$ cat config.mk
export PLATFORM = sky130hd
export DESIGN_NAME = tdds_ctrl
export DESIGN_NICKNAME = d
export VERILOG_FILES = /design/src/sv/tdds_pkg.sv /design/src/sv/tdds_ctrl.sv
export SDC_FILE = /design/constraint.sdc
export NUM_CORES = 1
export LEC_CHECK = 0
export ABC_AREA = 0
export BUFFER_PORTS_ARGS = -buffer_cell sky130_fd_sc_hd__buf_2
export CAP_MARGIN = 20
export CORE_MARGIN = 5
export CORE_UTILIZATION = 40
export CTS_CLUSTER_DIAMETER = 100
export DETAILED_ROUTE_END_ITERATION = 10
export SYNTH_ARGS = -nofsm -noshare
export SYNTH_HDL_FRONTEND = slang
export SYNTH_SLANG_ARGS = --single-unit
$ cat constraint.sdc
create_clock -name clk -period 3.78 [get_ports clk]
set_clock_uncertainty 0.05 [all_clocks]
set_input_delay 0.378 -clock clk [delete_from_list [all_inputs] [get_ports clk]]
set_output_delay 0.378 -clock clk [all_outputs]
set_load 0.005 [all_outputs]
$ cat src/sv/tdds_pkg.sv
// Shared constants, codes, the frequency step table and struct types of the
// table DDS function generator. No dependencies.
package tdds_pkg;

  localparam int PHASE_ONE   = 65536;
  localparam int SAMPLE_RATE = 100000;
  localparam int NUM_FREQS   = 8;
  localparam int NUM_WAVES   = 5;

  localparam int PHASE_W     = 16;
  localparam int IDX_W       = 8;
  localparam int WAVE_W      = 3;
  localparam int FREQ_W      = 3;
  localparam int SAMPLE_W    = 12;
  localparam int ADDR_W      = WAVE_W + IDX_W;
  localparam int TABLE_LEN   = 256;
  localparam int TABLE_DEPTH = NUM_WAVES * TABLE_LEN;
  localparam int RESET_FREQ  = (NUM_FREQS > 3) ? 3 : NUM_FREQS - 1;

  // request kinds
  localparam logic [1:0] REQ_TICK = 2'd0;
  localparam logic [1:0] REQ_NAV  = 2'd1;
  localparam logic [1:0] REQ_LOAD = 2'd2;

  // navigation directions
  localparam logic [2:0] DIR_NORTH = 3'd1;
  localparam logic [2:0] DIR_SOUTH = 3'd2;
  localparam logic [2:0] DIR_EAST  = 3'd3;
  localparam logic [2:0] DIR_WEST  = 3'd4;

  localparam longint FREQ_HZ [8] = '{10, 20, 50, 100, 200, 500, 1000, 2000};

  // truncated steps, freq * PHASE_ONE / SAMPLE_RATE, all constant
  localparam longint STEP_RAW [8] = '{
    FREQ_HZ[0] * PHASE_ONE / SAMPLE_RATE, FREQ_HZ[1] * PHASE_ONE / SAMPLE_RATE,
    FREQ_HZ[2] * PHASE_ONE / SAMPLE_RATE, FREQ_HZ[3] * PHASE_ONE / SAMPLE_RATE,
    FREQ_HZ[4] * PHASE_ONE / SAMPLE_RATE, FREQ_HZ[5] * PHASE_ONE / SAMPLE_RATE,
    FREQ_HZ[6] * PHASE_ONE / SAMPLE_RATE, FREQ_HZ[7] * PHASE_ONE / SAMPLE_RATE
  };

  // saturate a step to the accumulator width
  function automatic logic [PHASE_W-1:0] sat_step(longint s);
    return (s > 65535) ? 16'hFFFF : s[PHASE_W-1:0];
  endfunction

  localparam logic [PHASE_W-1:0] STEP_TBL [8] = '{
    sat_step(STEP_RAW[0]), sat_step(STEP_RAW[1]), sat_step(STEP_RAW[2]),
    sat_step(STEP_RAW[3]), sat_step(STEP_RAW[4]), sat_step(STEP_RAW[5]),
    sat_step(STEP_RAW[6]), sat_step(STEP_RAW[7])
  };

  typedef struct packed {
    logic              rd;
    logic              wr;
    logic [ADDR_W-1:0] addr;
    logic [SAMPLE_W-1:0] wdata;
  } mem_cmd_t;

  typedef struct packed {
    logic [WAVE_W-1:0] wave;
    logic [FREQ_W-1:0] freq;
  } sel_t;

endpackage

$ cat src/sv/tdds_ctrl.sv
// Phase accumulator and waveform/frequency selection; issues table reads
// on ticks and table writes on loads. Depends on tdds_pkg.
module tdds_ctrl (
  input  logic                          clk,
  input  logic                          rst,
  input  logic                          accept,
  input  logic [1:0]                    req_type,
  input  logic [2:0]                    direction,
  input  logic [tdds_pkg::WAVE_W-1:0]   load_wave,
  input  logic [tdds_pkg::IDX_W-1:0]    load_index,
  input  logic [tdds_pkg::SAMPLE_W-1:0] load_value,
  output tdds_pkg::mem_cmd_t            cmd,
  output tdds_pkg::sel_t                sel
);

  logic [tdds_pkg::PHASE_W-1:0] phase_acc, phase_acc_next, acc_sum;
  logic [tdds_pkg::PHASE_W-1:0] phase_step;
  logic [tdds_pkg::WAVE_W-1:0]  wave_sel, wave_sel_next, wave_up, wave_dn;
  logic [tdds_pkg::FREQ_W-1:0]  freq_sel, freq_sel_next, freq_up, freq_dn;

  assign acc_sum = phase_acc + phase_step;

  assign freq_up = ({1'b0, freq_sel} + 4'd1 >= 4'(tdds_pkg::NUM_FREQS)) ?
                   '0 : freq_sel + 3'd1;
  assign freq_dn = (freq_sel == '0) ? 3'(tdds_pkg::NUM_FREQS - 1) : freq_sel - 3'd1;
  assign wave_up = ({1'b0, wave_sel} + 4'd1 >= 4'(tdds_pkg::NUM_WAVES)) ?
                   '0 : wave_sel + 3'd1;
  assign wave_dn = (wave_sel == '0) ? 3'(tdds_pkg::NUM_WAVES - 1) : wave_sel - 3'd1;

  always_comb begin
    phase_acc_next = phase_acc;
    wave_sel_next  = wave_sel;
    freq_sel_next  = freq_sel;
    cmd.rd         = 1'b0;
    cmd.wr         = 1'b0;
    cmd.addr       = {load_wave, load_index};
    cmd.wdata      = load_value;
    if (accept) begin
      case (req_type)
        tdds_pkg::REQ_TICK: begin
          phase_acc_next = acc_sum;
          cmd.rd         = 1'b1;
          cmd.addr       = {wave_sel, acc_sum[tdds_pkg::PHASE_W-1 -: tdds_pkg::IDX_W]};
        end
        tdds_pkg::REQ_NAV: begin
          case (direction)
            tdds_pkg::DIR_NORTH: freq_sel_next = freq_up;
            tdds_pkg::DIR_SOUTH: freq_sel_next = freq_dn;
            tdds_pkg::DIR_EAST:  wave_sel_next = wave_up;
            tdds_pkg::DIR_WEST:  wave_sel_next = wave_dn;
            default: ;
          endcase
        end
        tdds_pkg::REQ_LOAD: begin
          cmd.wr = ({1'b0, load_wave} < 4'(tdds_pkg::NUM_WAVES));
        end
        default: ;
      endcase
    end
  end

  assign sel.wave = wave_sel_next;
  assign sel.freq = freq_sel_next;

  always_ff @(posedge clk) begin
    if (rst) begin
      phase_acc  <= '0;
      phase_step <= tdds_pkg::STEP_TBL[tdds_pkg::RESET_FREQ];
      wave_sel   <= '0;
      freq_sel   <= 3'(tdds_pkg::RESET_FREQ);
    end else if (accept) begin
      phase_acc  <= phase_acc_next;
      phase_step <= tdds_pkg::STEP_TBL[freq_sel_next];
      wave_sel   <= wave_sel_next;
      freq_sel   <= freq_sel_next;
    end
  end

endmodule

==> results of run 1 <==
==> cell families (layout without fill, tap and decap cells) <==
group | Yosys count | in the layout
and+or+nand+nor | 118 | 118
adders and majority gates | 19 | 19
buffers and inverters | 38 | 58
xor gates and xnor gates | 17 | 17
muxes | 1 | 1
AOI/OAI and AO/OA | 86 | 86
DFF | 32 | 32
==> metal layers <==
layer | vias to the layer above | track usage
li1 | 1123 | -
met1 | 941 | 0.191
met2 | 44 | 0.234
met3 | 7 | 0.0293
met4 | 0 | 0.0637
met5 | - | 0
==> power by group <==
part	leakage [uW]	switching, uW	internal, uW	total, uW
Combinational	0.000767	55.1	40.7	95.8
Sequential	0.000259	5.31	344	349
Clock	0.0000404	146	130	277
==> layout make-up <==
| class | count | area share |
|---|---|---|
| Multi-Input combinational cell | 241 | 0.588 |
| Sequential cell | 32 | 0.247 |
| Timing Repair Buffer | 39 | 0.0772 |
| Tap cell | 75 | 0.0362 |
| Clock buffer | 5 | 0.0265 |
| Inverter | 11 | 0.0159 |
| Clock inverter | 3 | 0.00917 |
==> metrics by stage <==
step | std cells | setup slack, ns | hold WS, ns | power, uW | area [um^2]
6_report | 406 | 0.556 | 0.391 | 722 | 2590
3_3_place_gp | 398 | 0.889 | 0.394 | 454 | 2500
4_1_cts | 406 | 0.527 | 0.381 | 730 | 2590
3_5_place_dp | 398 | 0.869 | 0.401 | 454 | 2500
5_1_grt | 406 | 0.257 | 0.403 | 762 | 2590
2_1_floorplan | 311 | 1.21 | 0.386 | 431 | 2370
==> cells in the final DEF (no fill, tap or decap), types with 4 or more instances in the layout <==
cell type,count
ha_1,18
nand2b_1,5
nand3_1,5
buf_2,37
nor2_1,29
nand2_1,40
nor3_1,8
or3_1,4
a211oi_1,9
nor2b_1,4
clkbuf_8,5
o21ai_0,18
xnor2_1,14
a21oi_1,29
dfxtp_1,32
inv_1,9
==> registers in the layout, summed over array words and instances (netlist names) <==
name / count
phase_acc: 16
freq_sel: 3
wave_sel: 3
phase_step: 10
==> how the worst max path moves through the flow <==
| stage | slack [ns] | cells after the start | startpoint | to |
|---|---|---|---|---|
| after CTS | 0.53 | 9 | phase_acc[0]$_SDFFE_PP0P_ | cmd[18] |
| after global placement | 0.89 | 9 | phase_acc[0]$_SDFFE_PP0P_ | cmd[18] |
| after detailed placement | 0.87 | 9 | phase_acc[0]$_SDFFE_PP0P_ | cmd[18] |
| after global routing | 0.26 | 9 | phase_acc[0]$_SDFFE_PP0P_ | cmd[14] |
| after floorplan | 1.21 | 8 | phase_acc[0]$_SDFFE_PP0P_ | cmd[18] |
| final | 0.56 | 9 | phase_acc[0]$_SDFFE_PP0P_ | cmd[18] |
==> critical path: stages (launching register included) <==
cell and delay [ns]:
dfxtp_1 0.32, ha_1 0.22, fa_1 0.44, a211oi_1 0.29, o21bai_1 0.17, a211oi_1 0.49
a21oi_1 0.16, xnor2_1 0.15, o21ai_0 0.13, buf_2 0.13
==> flow_summary.toml, run 1 <==
[die]
rows = 28
die_w_um = 86.9
start_util = 0.404
fp.dieH_um = 86.9
design.portCount = 62
dieArea_um2 = 7550
core_um2 = 5850

[synthesis]
ys_seq_area_frac = 0.271
yosysWarnings = 0
ys_ff_latch = 32
syn-instance-count = 311
synth_top_family_by_area = "simple AND/OR/NAND/NOR gates"
synth_edf_count = 0
synth_common_cells = "nand2_1, dfxtp_1, a21oi_1, nor2_1"
synth.cell_area_um2 = 2370
synthXorXnorAreaFrac = 0.0629
avgSynthCellArea_um2 = 7.61
synth-simple-area-share = 0.247
syn_nets = 361
yosysMostFrequentCell = "nand2_1"
synthMuxAreaShare = 0.00423
synth_top_area_cell = "dfxtp_1"
synth-compound-area-share = 0.226
synthDistinctLibCells = 54
synthArstFlopShare = 0
synth_top_area_frac = 0.271
synthFlopType = "dfxtp_1"
synth_area_leaders = "dfxtp_1, ha_1, nand2_1"
synth_fa_ha_area_frac = 0.104

[sta]
worstMarginPinSlew_ns = 0.619
fin_crit_sh = 0.853
timing.fmax_ghz = 0.310
setup_viol = 0
setup_tns_ns = 0
post-route-min-period_ns = 3.22
slew_viol_final = 0
slew_headroom = 0.588
hold_viol = 0
rsz0062_at_grt = "false"

[cts]
cts.sinks = 32
clock_latency_ns = 0.29
cts_buffers = 5
htree_levels = 2
cts.reportedPaths.clkPinSlew_ns = 0.07
post_cts_resized = 0
cts_tree = "built"
cts_buffer_depth = 2
holdBufCountCts = 0
clockRootBuffer = "clkbuf_8"
post-cts-setup-buffers = 0

[grt]
grt_pass1_vias = 1971
grt_antenna_before_repair = 0
grt_max_degree = 35
grt_pass1_wl_um = 8950
grt_usage = 0.147
grt_overflow = 0

[drt]
avgViaCountPerCell = 5.21
met3WireLength_um = 270
maxUsedRoutingLayer = "met4"
drc = 0
vias = 2115
first_pass_iters = 4
route.met2.wl_um = 2340
totalWireLength_um = 5180
wl_met1_um = 2470
detail-route-antenna-nets = 0
detail_route.wl_per_cell_um = 12.7
drtIter0Drc = 68

[power]
leakage_uw = 0.00107
power_density_nw_per_um2 = 278
vdd_drop_max_mv = 0.151

[layout]
n_antenna_cell = 0
drive_above_1_share = 0.175
nNetsFinal = 380
nFillCells = 601
syn_to_final_growth_pct = 9.62
post-route-util = 0.443
multiInputGateArea_um2 = 1530
seqCellArea_um2 = 641

[placement]
portBuffers = 37
gp_congestion = 0.838
dp_hpwl_um = 3990

[run_status]
status = "complete, no violations"

[min_path]
min_delay_path_depth = 2
hold_start = "accept"
whs_endpoint = "phase_step[2]$_SDFFE_PP0P_"
hold_class = "input port to flip-flop"

[setup_path]
cp_data_arrival_time_ns = 2.80
worstReg2RegStart = "phase_acc[0]$_SDFFE_PP0P_"
critPathLaunchType = "flip-flop"
r2r_cells = 8
setup.worst_path.class = "flip-flop to primary output"
cp_max_fo = 4
timing.rr.end = "phase_acc[10]$_SDFFE_PP0P_"
worstSetupEndpointType = "primary output"
reg2reg_slack_ns = 1.25
cp.required_ns = 3.35

[job]
drv_cap = 0
(Power assumes the default switching activity.)
==> run 2, diff against run 1 <==
--- a/config.mk
+++ b/config.mk
@@ -12,6 +12,7 @@
 export CORE_UTILIZATION = 40
 export CTS_CLUSTER_DIAMETER = 100
 export DETAILED_ROUTE_END_ITERATION = 10
+export GPL_TIMING_DRIVEN = 0
 export SYNTH_ARGS = -nofsm -noshare
 export SYNTH_HDL_FRONTEND = slang
 export SYNTH_SLANG_ARGS = --single-unit
==> flow_summary.toml, run 2 (same netlist as run 1, synthesis figures left out) <==
[drt]
totalWireLength_um = 5770
first_pass_iters = 4
drtIter0Drc = 84
avgViaCountPerCell = 5.09
vias = 2246
drc = 0
detail-route-antenna-nets = 0
detail_route.wl_per_cell_um = 13.1

[sta]
fin_crit_sh = 0.869
slew_viol_final = 0
post-route-min-period_ns = 3.28
hold_viol = 0
slew_headroom = 0.592
setup_viol = 0
worstMarginPinSlew_ns = 0.611
timing.fmax_ghz = 0.304
rsz0062_at_grt = "false"
setup_tns_ns = 0

[grt]
busiest_layer = "met2"
grt_max_degree = 11
grt_overflow = 0
grt_antenna_before_repair = 0
grt_pass1_wl_um = 9790
grtUsageMet3 = 0.0322
use_met1 = 0.207
grt_usage = 0.160
grt_pass1_vias = 2134
globalRouteMet2Util = 0.271

[setup_path]
setup.worst_path.class = "flip-flop to primary output"
worstSetupEndpointType = "primary output"
r2r_cells = 8
critPathLaunchType = "flip-flop"
cp.required_ns = 3.35
cp_max_fo = 4
cp_data_arrival_time_ns = 2.86

[die]
rows = 28
core_um2 = 5850
fp.dieH_um = 86.9
dieArea_um2 = 7550
start_util = 0.404
die_w_um = 86.9
design.portCount = 62

[layout]
final_common_cell = "buf_2"
largest_register = "phase_acc"
multiInputGateArea_um2 = 1530
nNetsFinal = 415
seqCellArea_um2 = 641
finalInstanceArea_um2 = 2800
drive_above_1_share = 0.219
nFillCells = 601
n_antenna_cell = 0
syn_to_final_growth_pct = 18.5
final_cell_mix = "buf_2, nand2_1, dfxtp_1, nor2_1, a21oi_1"
largest_register_ffs = 16
reg_top3 = "phase_acc x16, phase_step x10"

[power]
power_density_nw_per_um2 = 284
finalPower_uw = 795
vdd_drop_max_mv = 0.122
leakage_uw = 0.00120

[cts]
clock_latency_ns = 0.28
cts_buffer_depth = 2
cts.sinks = 32
cts_tree = "built"
htree_levels = 2
cts.reportedPaths.clkPinSlew_ns = 0.07
clockRootBuffer = "clkbuf_8"
holdBufCountCts = 0
cts_buffers = 5
post_cts_resized = 0
post-cts-setup-buffers = 0

[run_status]
status = "complete, no violations"

[min_path]
hold_class = "input port to flip-flop"
min_delay_path_depth = 3

[placement]
gp_congestion = 0.846
placed_area_um2 = 2700
dp_hpwl_um = 4460
portBuffers = 47

[job]
drv_cap = 0
-- run 2: routing by layer --
metal  up-vias  wire length [um]
li1       1190                 -
met2        43              2750
met4         0                62
met5         -                 0
met3         5               295
met1      1008              2670
-- run 2: power breakdown --
group / internal, uW / switching, uW
Sequential: 344 / 5.39
Clock: 196 / 133
Combinational: 53.8 / 63.0
Total: 594 / 201
-- run 2: area by class of cell --
cell class,instances,area share
tap,75,0.0335
clock buffer,6,0.0259
inverter,11,0.0147
buffer,27,0.0567
multi-input combinational,241,0.544
timing repair buffer,47,0.0839
sequential,32,0.229
clock inverter,2,0.0125
-- run 2: through the flow --
step           setup WS (ns)   util  hold WS (ns)  cells
2_1_floorplan           1.21      -         0.386    311
3_3_place_gp           0.854  0.461         0.394    433
3_5_place_dp           0.870  0.461         0.402    433
4_1_cts                0.504  0.479         0.386    441
5_1_grt                0.288  0.479         0.393    441
6_report               0.495  0.479         0.388    441
-- run 2: final timing paths --
check	startpoint	to	slack [ns]
min	accept	phase_step[3]$_SDFFE_PP0P_	0.39
min reg2reg	phase_acc[3]$_SDFFE_PP0P_	phase_acc[3]$_SDFFE_PP0P_	0.41
max	phase_acc[0]$_SDFFE_PP0P_	cmd[18]	0.50
max reg2reg	phase_acc[0]$_SDFFE_PP0P_	phase_acc[10]$_SDFFE_PP0P_	1.15
-- run 2: critical path, cell delays in order, from the launching register on --
cell	delay (ns)
dfxtp_1	0.32
ha_1	0.22
fa_1	0.43
a211oi_1	0.30
o21bai_1	0.19
a211oi_1	0.52
a21oi_1	0.16
xnor2_1	0.15
o21ai_0	0.14
buf_2	0.14
